[src/rtl/sgow_pkg.sv]
package sgow_pkg;

    // build constants
    localparam int SAMPLE_BITS = 10;
    localparam int WINDOW_MAX  = 4096;

    // field widths
    localparam int RAW_W    = 10;
    localparam int SCALE_W  = 24;
    localparam int GAIN_W   = 15;
    localparam int OFFSET_W = 13;
    localparam int LEN_W    = 13;
    localparam int VAL_W    = 16;
    localparam int CFG_IDX_W  = 4;
    localparam int CFG_DATA_W = 24;

    // derived datapath widths
    localparam int MV_W   = SAMPLE_BITS + SCALE_W - 16;
    localparam int PROD_W = MV_W + SCALE_W;
    localparam int G_W    = MV_W + GAIN_W - 14;
    localparam int V_W    = (G_W > 17) ? G_W + 1 : 18;
    localparam int CNT_W  = $clog2(WINDOW_MAX + 1);
    localparam int SUM_W  = VAL_W + $clog2(WINDOW_MAX) + 1;
    localparam int STEP_W = $clog2(SUM_W + 1);

    // gain clip level, well above anything the offset can pull back into range
    localparam int G_CLIP = 40000;

    // register reset values
    localparam logic [SCALE_W-1:0]         SCALE_RESET  = 24'd211406;
    localparam logic [GAIN_W-1:0]          GAIN_RESET   = 15'd16384;
    localparam logic signed [OFFSET_W-1:0] OFFSET_RESET = '0;
    localparam logic [LEN_W-1:0]           LEN_RESET    = 13'd100;

    // register indexes
    typedef logic [CFG_IDX_W-1:0] t_cfg_idx;
    localparam t_cfg_idx REG_CODE_SCALE = 4'd0;
    localparam t_cfg_idx REG_GAIN       = 4'd1;
    localparam t_cfg_idx REG_OFFSET     = 4'd2;
    localparam t_cfg_idx REG_WINDOW_LEN = 4'd3;

    typedef logic [CNT_W-1:0]         t_cnt;
    typedef logic signed [SUM_W-1:0]  t_sum;
    typedef logic signed [VAL_W-1:0]  t_val;

endpackage

[src/rtl/sgow_div.sv]
module sgow_div
    import sgow_pkg::*;
(
    input  logic i_clk,
    input  logic i_rst_n,
    input  logic i_start,
    input  t_sum i_dividend,
    input  t_cnt i_divisor,
    output logic o_done,
    output t_val o_quotient
);

    logic              r_busy, n_busy;
    logic              r_done, n_done;
    logic [STEP_W-1:0] r_step, n_step;
    logic              r_neg, n_neg;
    logic [SUM_W-1:0]  r_quo, n_quo;
    t_cnt              r_rem, n_rem;
    t_cnt              r_div, n_div;

    logic [CNT_W:0]    trial;
    logic [CNT_W:0]    diff;
    logic [SUM_W-1:0]  magnitude;
    logic [SUM_W-1:0]  signed_quo;

    // one restoring step per cycle on the magnitudes
    always_comb begin
        magnitude = i_dividend[SUM_W-1] ? SUM_W'(-i_dividend) : SUM_W'(i_dividend);
        trial     = {r_rem, r_quo[SUM_W-1]};
        diff      = trial - {1'b0, r_div};
        n_busy    = r_busy;
        n_done    = 1'b0;
        n_step    = r_step;
        n_neg     = r_neg;
        n_quo     = r_quo;
        n_rem     = r_rem;
        n_div     = r_div;
        if (i_start) begin
            n_busy = 1'b1;
            n_step = '0;
            n_neg  = i_dividend[SUM_W-1];
            n_quo  = magnitude;
            n_rem  = '0;
            n_div  = i_divisor;
        end else if (r_busy) begin
            if (trial >= {1'b0, r_div}) begin
                n_rem = diff[CNT_W-1:0];
                n_quo = {r_quo[SUM_W-2:0], 1'b1};
            end else begin
                n_rem = trial[CNT_W-1:0];
                n_quo = {r_quo[SUM_W-2:0], 1'b0};
            end
            n_step = r_step + 1'b1;
            if (r_step == STEP_W'(SUM_W - 1)) begin
                n_busy = 1'b0;
                n_done = 1'b1;
            end
        end
    end

    always_ff @(posedge i_clk) begin
        if (!i_rst_n) begin
            r_busy <= 1'b0;
            r_done <= 1'b0;
            r_step <= '0;
        end else begin
            r_busy <= n_busy;
            r_done <= n_done;
            r_step <= n_step;
        end
        r_neg <= n_neg;
        r_quo <= n_quo;
        r_rem <= n_rem;
        r_div <= n_div;
    end

    // truncation toward zero: negate the magnitude quotient for a negative sum
    assign signed_quo = r_neg ? -r_quo : r_quo;
    assign o_quotient = t_val'(signed_quo[VAL_W-1:0]);
    assign o_done     = r_done;

endmodule

[src/rtl/sample_gain_offset_window_stats_unit.sv]
// Conditions one converter code per word: code times a Q16 millivolt scale, times a Q14
// gain, plus a signed millivolt offset, saturated to 16 bits signed. Every input word
// yields one output word with the conditioned value; the word that fills the window of
// window_len samples (0 acts as 1, values above 4096 act as 4096) also carries the window
// mean (truncated toward zero), minimum and maximum, and the window restarts. One shared
// multiplier runs twice per word; an ordinary word passes the states S_MUL1, S_MUL2, S_SAT,
// S_ACC and S_OUT before output valid, and a window-closing word also waits in S_DIV for a
// bit-serial divider of 29 steps. The input is not ready while a word is in work. Configuration writes
// (index 0 scale, 1 gain, 2 offset, 3 window length, others ignored) are always accepted
// and belong in idle periods.
module sample_gain_offset_window_stats_unit
    import sgow_pkg::*;
(
    input  logic                  i_clk,
    input  logic                  i_rst_n,
    // input words
    input  logic                  i_valid,
    output logic                  o_ready,
    input  logic [RAW_W-1:0]      i_raw_code,
    // output words
    output logic                  o_valid,
    input  logic                  i_ready,
    output logic signed [VAL_W-1:0] o_value_mv,
    output logic                  o_window_done,
    output logic signed [VAL_W-1:0] o_window_mean,
    output logic signed [VAL_W-1:0] o_window_min,
    output logic signed [VAL_W-1:0] o_window_max,
    // configuration writes
    input  logic                  i_cfg_valid,
    output logic                  o_cfg_ready,
    input  t_cfg_idx              i_cfg_index,
    input  logic [CFG_DATA_W-1:0] i_cfg_data
);

    typedef enum logic [6:0] {
        S_IDLE = 7'b0000001,
        S_MUL1 = 7'b0000010,
        S_MUL2 = 7'b0000100,
        S_SAT  = 7'b0001000,
        S_ACC  = 7'b0010000,
        S_DIV  = 7'b0100000,
        S_OUT  = 7'b1000000
    } t_state;

    t_state r_state, n_state;

    // configuration registers
    logic [SCALE_W-1:0]         r_scale;
    logic [GAIN_W-1:0]          r_gain;
    logic signed [OFFSET_W-1:0] r_offset;
    logic [LEN_W-1:0]           r_window_len;

    // datapath
    logic [SAMPLE_BITS-1:0] r_code;
    logic [PROD_W-1:0]      r_prod, n_prod;
    t_val                   r_value, n_value;

    // window state
    t_sum r_sum, n_sum;
    t_val r_min, n_min;
    t_val r_max, n_max;
    t_cnt r_count, n_count;

    // pending result
    logic r_res_done, n_res_done;
    t_val r_res_mean, n_res_mean;
    t_val r_res_min, n_res_min;
    t_val r_res_max, n_res_max;

    // output register
    logic r_out_valid, n_out_valid;
    t_val r_out_value;
    logic r_out_done;
    t_val r_out_mean;
    t_val r_out_min;
    t_val r_out_max;
    logic load_out;

    // shared multiplier operands
    logic [MV_W-1:0]    mul_a;
    logic [SCALE_W-1:0] mul_b;
    logic [PROD_W-1:0]  mul_p;

    logic [G_W-1:0]        g_raw;
    logic [G_W-1:0]        g_clip;
    logic signed [V_W-1:0] v_sum;

    t_cnt eff_len;
    t_cnt count_inc;
    t_sum v_ext;
    t_sum sum_acc;
    t_val min_acc;
    t_val max_acc;
    logic close_win;

    logic div_start;
    logic div_done;
    t_val div_quo;

    // configuration port
    assign o_cfg_ready = 1'b1;

    always_ff @(posedge i_clk) begin
        if (!i_rst_n) begin
            r_scale      <= SCALE_RESET;
            r_gain       <= GAIN_RESET;
            r_offset     <= OFFSET_RESET;
            r_window_len <= LEN_RESET;
        end else if (i_cfg_valid) begin
            unique case (i_cfg_index)
                REG_CODE_SCALE: r_scale      <= i_cfg_data[SCALE_W-1:0];
                REG_GAIN:       r_gain       <= i_cfg_data[GAIN_W-1:0];
                REG_OFFSET:     r_offset     <= i_cfg_data[OFFSET_W-1:0];
                REG_WINDOW_LEN: r_window_len <= i_cfg_data[LEN_W-1:0];
                default: ;
            endcase
        end
    end

    // multiplier operand select: code by scale, then millivolts by gain
    always_comb begin
        if (r_state == S_MUL1) begin
            mul_a = MV_W'(r_code);
            mul_b = r_scale;
        end else begin
            mul_a = r_prod[16 +: MV_W];
            mul_b = SCALE_W'(r_gain);
        end
        mul_p = PROD_W'(mul_a) * PROD_W'(mul_b);
    end

    // clip, offset and saturate
    always_comb begin
        g_raw  = r_prod[14 +: G_W];
        g_clip = (int'(g_raw) > G_CLIP) ? G_W'(G_CLIP) : g_raw;
        v_sum  = $signed(V_W'(g_clip)) + V_W'(r_offset);
        if (v_sum > V_W'(32767)) begin
            n_value = t_val'(16'sd32767);
        end else if (v_sum < -$signed(V_W'(32768))) begin
            n_value = t_val'(-16'sd32768);
        end else begin
            n_value = v_sum[VAL_W-1:0];
        end
    end

    // effective window length and running statistics
    always_comb begin
        if (r_window_len == '0) begin
            eff_len = t_cnt'(1);
        end else if (int'(r_window_len) > WINDOW_MAX) begin
            eff_len = t_cnt'(WINDOW_MAX);
        end else begin
            eff_len = t_cnt'(r_window_len);
        end
        v_ext     = SUM_W'(r_value);
        count_inc = r_count + 1'b1;
        if (r_count == '0) begin
            sum_acc = v_ext;
            min_acc = r_value;
            max_acc = r_value;
        end else begin
            sum_acc = r_sum + v_ext;
            min_acc = (r_value < r_min) ? r_value : r_min;
            max_acc = (r_value > r_max) ? r_value : r_max;
        end
        close_win = (count_inc >= eff_len);
    end

    assign load_out  = !r_out_valid || i_ready;
    assign div_start = (r_state == S_ACC) && close_win;

    // sequencer
    always_comb begin
        n_state     = r_state;
        n_prod      = r_prod;
        n_sum       = r_sum;
        n_min       = r_min;
        n_max       = r_max;
        n_count     = r_count;
        n_res_done  = r_res_done;
        n_res_mean  = r_res_mean;
        n_res_min   = r_res_min;
        n_res_max   = r_res_max;
        n_out_valid = r_out_valid;
        if (r_out_valid && i_ready) begin
            n_out_valid = 1'b0;
        end
        unique case (r_state)
            S_IDLE: begin
                if (i_valid) begin
                    n_state = S_MUL1;
                end
            end
            S_MUL1: begin
                n_prod  = mul_p;
                n_state = S_MUL2;
            end
            S_MUL2: begin
                n_prod  = mul_p;
                n_state = S_SAT;
            end
            S_SAT: begin
                n_state = S_ACC;
            end
            S_ACC: begin
                if (close_win) begin
                    n_res_done = 1'b1;
                    n_res_min  = min_acc;
                    n_res_max  = max_acc;
                    n_sum      = '0;
                    n_min      = '0;
                    n_max      = '0;
                    n_count    = '0;
                    n_state    = S_DIV;
                end else begin
                    n_res_done = 1'b0;
                    n_res_mean = '0;
                    n_res_min  = '0;
                    n_res_max  = '0;
                    n_sum      = sum_acc;
                    n_min      = min_acc;
                    n_max      = max_acc;
                    n_count    = count_inc;
                    n_state    = S_OUT;
                end
            end
            S_DIV: begin
                if (div_done) begin
                    n_res_mean = div_quo;
                    n_state    = S_OUT;
                end
            end
            S_OUT: begin
                if (load_out) begin
                    n_out_valid = 1'b1;
                    n_state     = S_IDLE;
                end
            end
            default: begin
                n_state = S_IDLE;
            end
        endcase
    end

    always_ff @(posedge i_clk) begin
        if (!i_rst_n) begin
            r_state     <= S_IDLE;
            r_out_valid <= 1'b0;
            r_sum       <= '0;
            r_min       <= '0;
            r_max       <= '0;
            r_count     <= '0;
        end else begin
            r_state     <= n_state;
            r_out_valid <= n_out_valid;
            r_sum       <= n_sum;
            r_min       <= n_min;
            r_max       <= n_max;
            r_count     <= n_count;
        end
        if (r_state == S_IDLE && i_valid) begin
            r_code <= SAMPLE_BITS'(i_raw_code);
        end
        if (r_state == S_SAT) begin
            r_value <= n_value;
        end
        r_prod     <= n_prod;
        r_res_done <= n_res_done;
        r_res_mean <= n_res_mean;
        r_res_min  <= n_res_min;
        r_res_max  <= n_res_max;
        if (r_state == S_OUT && load_out) begin
            r_out_value <= r_value;
            r_out_done  <= r_res_done;
            r_out_mean  <= r_res_mean;
            r_out_min   <= r_res_min;
            r_out_max   <= r_res_max;
        end
    end

    // window mean divider
    sgow_div u_div (
        .i_clk      (i_clk),
        .i_rst_n    (i_rst_n),
        .i_start    (div_start),
        .i_dividend (sum_acc),
        .i_divisor  (count_inc),
        .o_done     (div_done),
        .o_quotient (div_quo)
    );

    assign o_ready       = (r_state == S_IDLE);
    assign o_valid       = r_out_valid;
    assign o_value_mv    = r_out_value;
    assign o_window_done = r_out_done;
    assign o_window_mean = r_out_mean;
    assign o_window_min  = r_out_min;
    assign o_window_max  = r_out_max;

endmodule

[config.mk]
export PLATFORM = sky130hd
export DESIGN_NAME = sample_gain_offset_window_stats_unit
export DESIGN_NICKNAME = d
export VERILOG_FILES = /design/src/rtl/sgow_pkg.sv /design/src/rtl/sgow_div.sv /design/src/rtl/sample_gain_offset_window_stats_unit.sv
export SDC_FILE = /design/constraint.sdc
export NUM_CORES = 2
export LEC_CHECK = 0
export ABC_AREA = 1
export BUFFER_PORTS_ARGS = -buffer_cell sky130_fd_sc_hd__buf_4
export CAP_MARGIN = 20
export CORE_UTILIZATION = 45
export DETAILED_ROUTE_END_ITERATION = 8
export GPL_ROUTABILITY_DRIVEN = 0
export PLACE_DENSITY_LB_ADDON = 0.2
export SYNTH_ARGS = -nofsm -noshare
export SYNTH_HDL_FRONTEND = slang
export SYNTH_SLANG_ARGS = --single-unit
[constraint.sdc]
create_clock -name i_clk -period 10.3 [get_ports i_clk]
set_clock_uncertainty 0.05 [all_clocks]
set_input_delay 2.06 -clock i_clk [delete_from_list [all_inputs] [get_ports i_clk]]
set_output_delay 2.06 -clock i_clk [all_outputs]
set_load 0.02 [all_outputs]
Word level (Yosys, flattened, before mapping)
Cells that the tools add are included.
W data, S select, Z words.
{ "totals": {"ramBits": 0, "register_bits": 384, "latchBits": 0, "romBits": 0, "mem_count": 0, "input_bits": 43, "wordCells": 119} }
{ "classes": {"eq_ne": 15, "div": 0, "reduce_logical": 20, "n_bitwise": 2, "magnitude_cmp": 8, "add_sub_neg": 7, "n_mul": 1, "n_shift": 0, "muxes": 37} }
{ "ops": {"columns": ["cell", "n"], "rows": [
  ["$mux W16", 10],
  ["$mux W29", 5],
  ["$mux W13", 4],
  ["$pmux W7 S7", 1],
  ["$mul A18 B24 Y34", 1],
  ["$pmux W16 S2", 1],
  ["$add A29 B16 Y29", 1],
  ["$neg A29 Y29", 1],
  ["$mux W7", 4],
  ["$logic_not A13 Y1", 2],
  ["$mux W24", 1],
  ["$add A20 B13 Y20", 1],
  ["$gt A20 B16 Y1 const B", 1],
  ["$lt A20 B16 Y1 const B", 1],
  ["$gt A19 B16 Y1 const B", 1],
  ["$mux W19", 1],
  ["$mux W18", 1],
  ["$gt A16 B16 Y1", 1],
  ["$lt A16 B16 Y1", 1],
  ["$neg A16 Y16", 1],
  ["$ge A14 B13 Y1", 1],
  ["$add A13 B1 Y13 const B", 1],
  ["$ge A13 B13 Y1", 1],
  ["$gt A13 B13 Y1 const B", 1],
  ["25 further kinds", 46]
]} }

Logic depth before layout (Yosys ltp)
{ "depth": {"depth_word": 6, "ltp_mapped": 34} }

Cells and area by module
A second synthesis with hierarchy kept.
{ "unflattened": {"cells_unflattened": 4169, "hier_area_um2": 32791.4} }
{ "by_module_without_submodules": {"columns": ["mod", "cells_per_inst", "area_each_um2", "n_inst", "seq_area_each_um2"], "rows": [
  ["sample_gain_offset_window_stats_unit", 3487, 28095.7, 1, 7747.4],
  ["sgow_div", 682, 4695.8, 1, 1691.6]
]} }

Worst setup path after synthesis
OpenSTA, ideal clock, no wires.
{ "synth_timing": {"kind": "reg-to-reg", "start": "register r_state[6]", "end": "register r_prod[31], data pin", "setup_ps": 262, "stages_incl_launch_ff": 29, "arrival_ps": 6149, "setup_slack_ps": 3839, "required_time_ps": 9988, "period_less_slack_ps": 6461, "path_cell_list": "dfxtp_1 > nor2_1 > nand2_1 > inv_1 > nand2_1 > inv_2 > buf_2 > buf_1 > nand2_1 > inv_1 > nand2_1 > fa_1 > inv_1 > fa_1 > inv_1 > fa_1 > inv_1 > fa_1 > fa_1 > inv_1 > fa_1 > inv_1 > ha_1 > nand2_1 > nor4_1 > nand3_1 > nand3_1 > a21oi_1 > xor2_1"} }
{ "synth_via": {"elab_chain_len": 3} }
{ "synth_rtl": {"columns": ["element", "line_no", "rtl"], "rows": [
  ["start: declaration", "sample_gain_offset_window_stats_unit.sv:45", "t_state r_state, n_state;"],
  ["start signal: assignment", "sample_gain_offset_window_stats_unit.sv:254", "r_state <= n_state;"],
  ["$eq A7 B2 Y1 *", "sample_gain_offset_window_stats_unit.sv:122", "if (r_state == S_MUL1) begin"],
  ["$mux W18 or $mux W24 (tied branches)", "sample_gain_offset_window_stats_unit.sv:122", null],
  ["$mul A18 B24 Y34 *", "sample_gain_offset_window_stats_unit.sv:129", "mul_p = PROD_W'(mul_a) * PROD_W'(mul_b);"],
  ["net mul_p[31]", "sample_gain_offset_window_stats_unit.sv:82", "logic [PROD_W-1:0] mul_p;"],
  ["end signal: assignment", "sample_gain_offset_window_stats_unit.sv:267", "r_prod <= n_prod;"],
  ["end: declaration", "sample_gain_offset_window_stats_unit.sv:55", "logic [PROD_W-1:0] r_prod, n_prod;"]
]} }
Mark *: on every way through the listed nets, which the timed path passes. The rest lies on a longest branch.
A chain may end at the register's enable or synchronous reset.

Worst setup path after layout
{ "layout_timing": {"start": "register r_state[6]", "end": "register r_prod[24], data pin"} }
Same word-level chain as after synthesis.

==> results.py <==
metrics = {
    "grt": {
        "grt_pass1_wl_um": 144000,
        "grt_usage_pct": 25.5,
        "antenna_found_initial": 2,
        "use_met2_pct": 43.1,
        "use_met3_pct": 3.29,
        "grt_overflow_total": 0,
        "grt_pass1_vias": 26284,
        "busiest_layer": "met2",
        "grt_max_degree": 82,
        "grt_util_met1_pct": 31.3,
    },
    "clock_tree": {
        "tritoncts": "built",
        "clock_path_buffers": 3,
        "post_cts_buffers": 0,
        "clkSinkCount": 370,
        "cts_hold_buf": 0,
        "clk_pin_slew_ns": 0.06,
        "clock-root-buffer": "clkbuf_16",
        "post_cts_resized": 0,
        "insertion_delay_ns": 0.61,
        "cts_htree_levels": 2,
        "cts_made_buffers": 46,
    },
    "sta": {
        "rsz0062_at_grt": "false",
        "period_minus_slack_ns": 8.10,
        "final.period_utilization_pct": 78.6,
        "tns_ns": 0,
        "setup_violations": 0,
        "slew_headroom_pct": 31.5,
        "drv_slew": 0,
        "worst_slack_ns": 2.20,
        "max_freq_mhz": 123,
        "worst_slew_pin_slew_ns": 1.03,
        "finalHoldViolCount": 0,
    },
    "layout": {
        "regArea_um2": 9440,
        "area_delta_synth_final_pct": 10.8,
        "diodes": 0,
        "fin_cells": 5118,
        "design_area_um2": 35600,
        "layout-drive-gt1-share_pct": 6.77,
        "finish.utilization_pct": 50.6,
        "multi_input_area_um2": 19500,
        "nFillCells": 6905,
        "layout.nets": 4698,
    },
    "synth": {
        "syn_area_per_cell_um2": 7.98,
        "ys_warn_count": 0,
        "ys_ff_latch": 370,
        "synth_async_sr_flop_share_pct": 0,
        "synth_cells": 4024,
        "synth_area_um2": 32100,
        "ys_types": 56,
        "synth_edf_count": 203,
        "synth_seq_area_share_pct": 29.4,
        "synthFlopType": "edfxtp_1",
    },
    "run_status": {
        "outcome": "completed",
    },
    "power": {
        "vdd_drop_max_mv": 0.149,
        "p_leak_nw": 16.9,
        "power_density_nw_per_um2": 130,
    },
    "worst_setup_path": {
        "reg2regPathDepth": 28,
        "critical_path_class": "reg2reg",
        "start_kind": "flip-flop",
        "max_stage_delay_ns": 0.69,
        "endpoint_kind": "flip-flop",
        "arrival_ns": 8.39,
        "cp_max_fo": 37,
        "cpMaxStageDelayCell": "a21boi_0",
        "required_ns": 10.59,
    },
    "die": {
        "rows": 97,
        "die-area_um2": 72500,
        "die_w_um": 269,
        "core_area_um2": 70400,
        "die_h_um": 269,
        "initial_utilization_pct": 45.6,
        "io_pins": 111,
    },
    "routing": {
        "ant_nets": 0,
        "first_pass_iters": 6,
        "routedWlPerCell_um": 18.0,
        "wl_um": 91900,
        "vias": 26420,
        "route.detailed.drc": 0,
        "routed_via_density": 5.16,
        "drtIter0Drc": 1842,
    },
    "placement": {
        "port_buffers": 109,
        "place_area_um2": 34000,
        "hpwl_um": 72600,
        "pre_cts_ws_ns": 2.36,
        "place_inst": 5029,
    },
    "job": {
        "maxCapViolCount": 0,
    },
    "min_path": {
        "holdCritPathClass": "reg2reg",
        "hold_depth": 0,
    },
}
worst paths after layout:
kind / slack (ns) / to / start
worst min register to register: 0.37 / o_window_min[1] / r_res_min[1]
worst max register to register: 2.20 / r_prod[24] / r_state[6]
worst max-delay path: 2.20 / r_prod[24] / r_state[6]
worst min-delay path: 0.37 / o_window_min[1] / r_res_min[1]
metrics by stage:
stage	hold slack, ns	power, W
after floorplan	0.350	0.00255
after global placement	0.352	0.00299
final	0.367	0.00464
after CTS	0.369	0.00467
after global routing	0.377	0.00488
after detailed placement	0.356	0.00299
flip-flops by register name, summed over array words and instances (netlist names), 7 cells and up:
signal and cells:
r_count 13, r_prod 20, r_res_max 16, o_window_mean 16, u_div.r_quo 29, u_div.r_div 13
r_res_min 16, r_scale 24, o_value_mv 16, r_state 7, r_code 10, r_offset 13
o_window_min 16, r_gain 15, r_res_mean 16, u_div.r_rem 13, o_window_max 16, r_max 16
r_value 16, r_sum 29, r_min 16, r_window_len 13
Yosys cell counts (4+ instances only):
library cell | n | area [um2]
o21ai_1 | 19 | 95.1
nor2_4 | 5 | 56.3
clkbuf_1 | 69 | 259
a31oi_1 | 5 | 31.3
inv_2 | 4 | 15.0
nor2_2 | 10 | 62.6
buf_1 | 12 | 45.0
nand2_1 | 934 | 3510
buf_4 | 4 | 30.0
o31ai_1 | 6 | 45.0
o21ai_2 | 7 | 61.3
nor2_1 | 361 | 1360
nor3_1 | 41 | 205
o21a_1 | 4 | 30.0
ha_1 | 188 | 2350
o21ai_0 | 144 | 721
buf_2 | 13 | 65.1
xor2_1 | 55 | 482
fa_1 | 327 | 6550
nand3_2 | 8 | 80.1
a21oi_1 | 280 | 1400
nand3_1 | 191 | 956
or2_2 | 7 | 43.8
o22ai_1 | 5 | 31.3
nand2_2 | 26 | 163
nand4_1 | 51 | 319
and2_1 | 6 | 37.5
nor4_1 | 12 | 75.1
edfxtp_1 | 203 | 6100
buf_6 | 4 | 45.0
nand3b_1 | 6 | 45.0
clkinv_1 | 5 | 18.8
xnor2_1 | 28 | 245
inv_1 | 775 | 2910
dfxtp_1 | 167 | 3340
a22oi_1 | 4 | 30.0
o211ai_1 | 6 | 45.0
cell usage in the layout (no fill, tap or decap), types with 7 or more instances in the layout:
cell type,instances
nor2_4,7
clkinv_2,9
o21ai_1,19
xor2_1,55
nor2_1,360
nand2_2,26
inv_1,774
nand4_1,51
nand3_2,8
fa_1,327
xnor2_1,28
nand2_1,934
buf_4,129
nor2_2,9
or2_2,7
a21oi_1,280
clkinv_1,15
nor3_1,40
nor4_1,11
clkbuf_16,46
o21ai_2,7
dfxtp_1,167
conb_1,40
edfxtp_1,203
ha_1,188
nand3_1,191
o21ai_0,144
critical path: cells and delay by family (launching register included):
kind	cells	cell delay (ns)
XOR/XNOR	1	0.14
AND/OR/NAND/NOR	7	0.89
flip-flops	1	0.34
AO/OA/AOI/OAI	5	1.78
buffers and inverters	8	1.29
adder cells (fa/ha/maj)	7	3.31
logic make-up after synthesis:
logic type      after synthesis  synth area share, %
simple gates               1666                 21.7
buf+inv                     886                 10.5
fa+ha+maj                   515                 27.7
compound gates              502                 8.35
flops                       370                 29.4
xor+xnor                     83                 2.26
other cells                   2               0.0234
power breakdown:
part	switching (W)	internal, W
sequential	0.0000334	0.00161
clock	0.000695	0.000965
combinational	0.000866	0.000472
area by class of cell:
type	count	area share, %
multi-input combinational	2806	54.7
sequential	370	26.5
inverter	784	8.27
clock buffer	54	3.38
tap	940	3.31
timing repair buffer	132	2.88
clock inverter	32	0.925
metal layers:
metal / up-vias / wire length, um
met5: - / 0
met4: 0 / 5750
met3: 221 / 5310
met2: 822 / 44100
met1: 12561 / 36800
li1: 12816 / -
No activity file was read; power rests on OpenSTA's default activity.
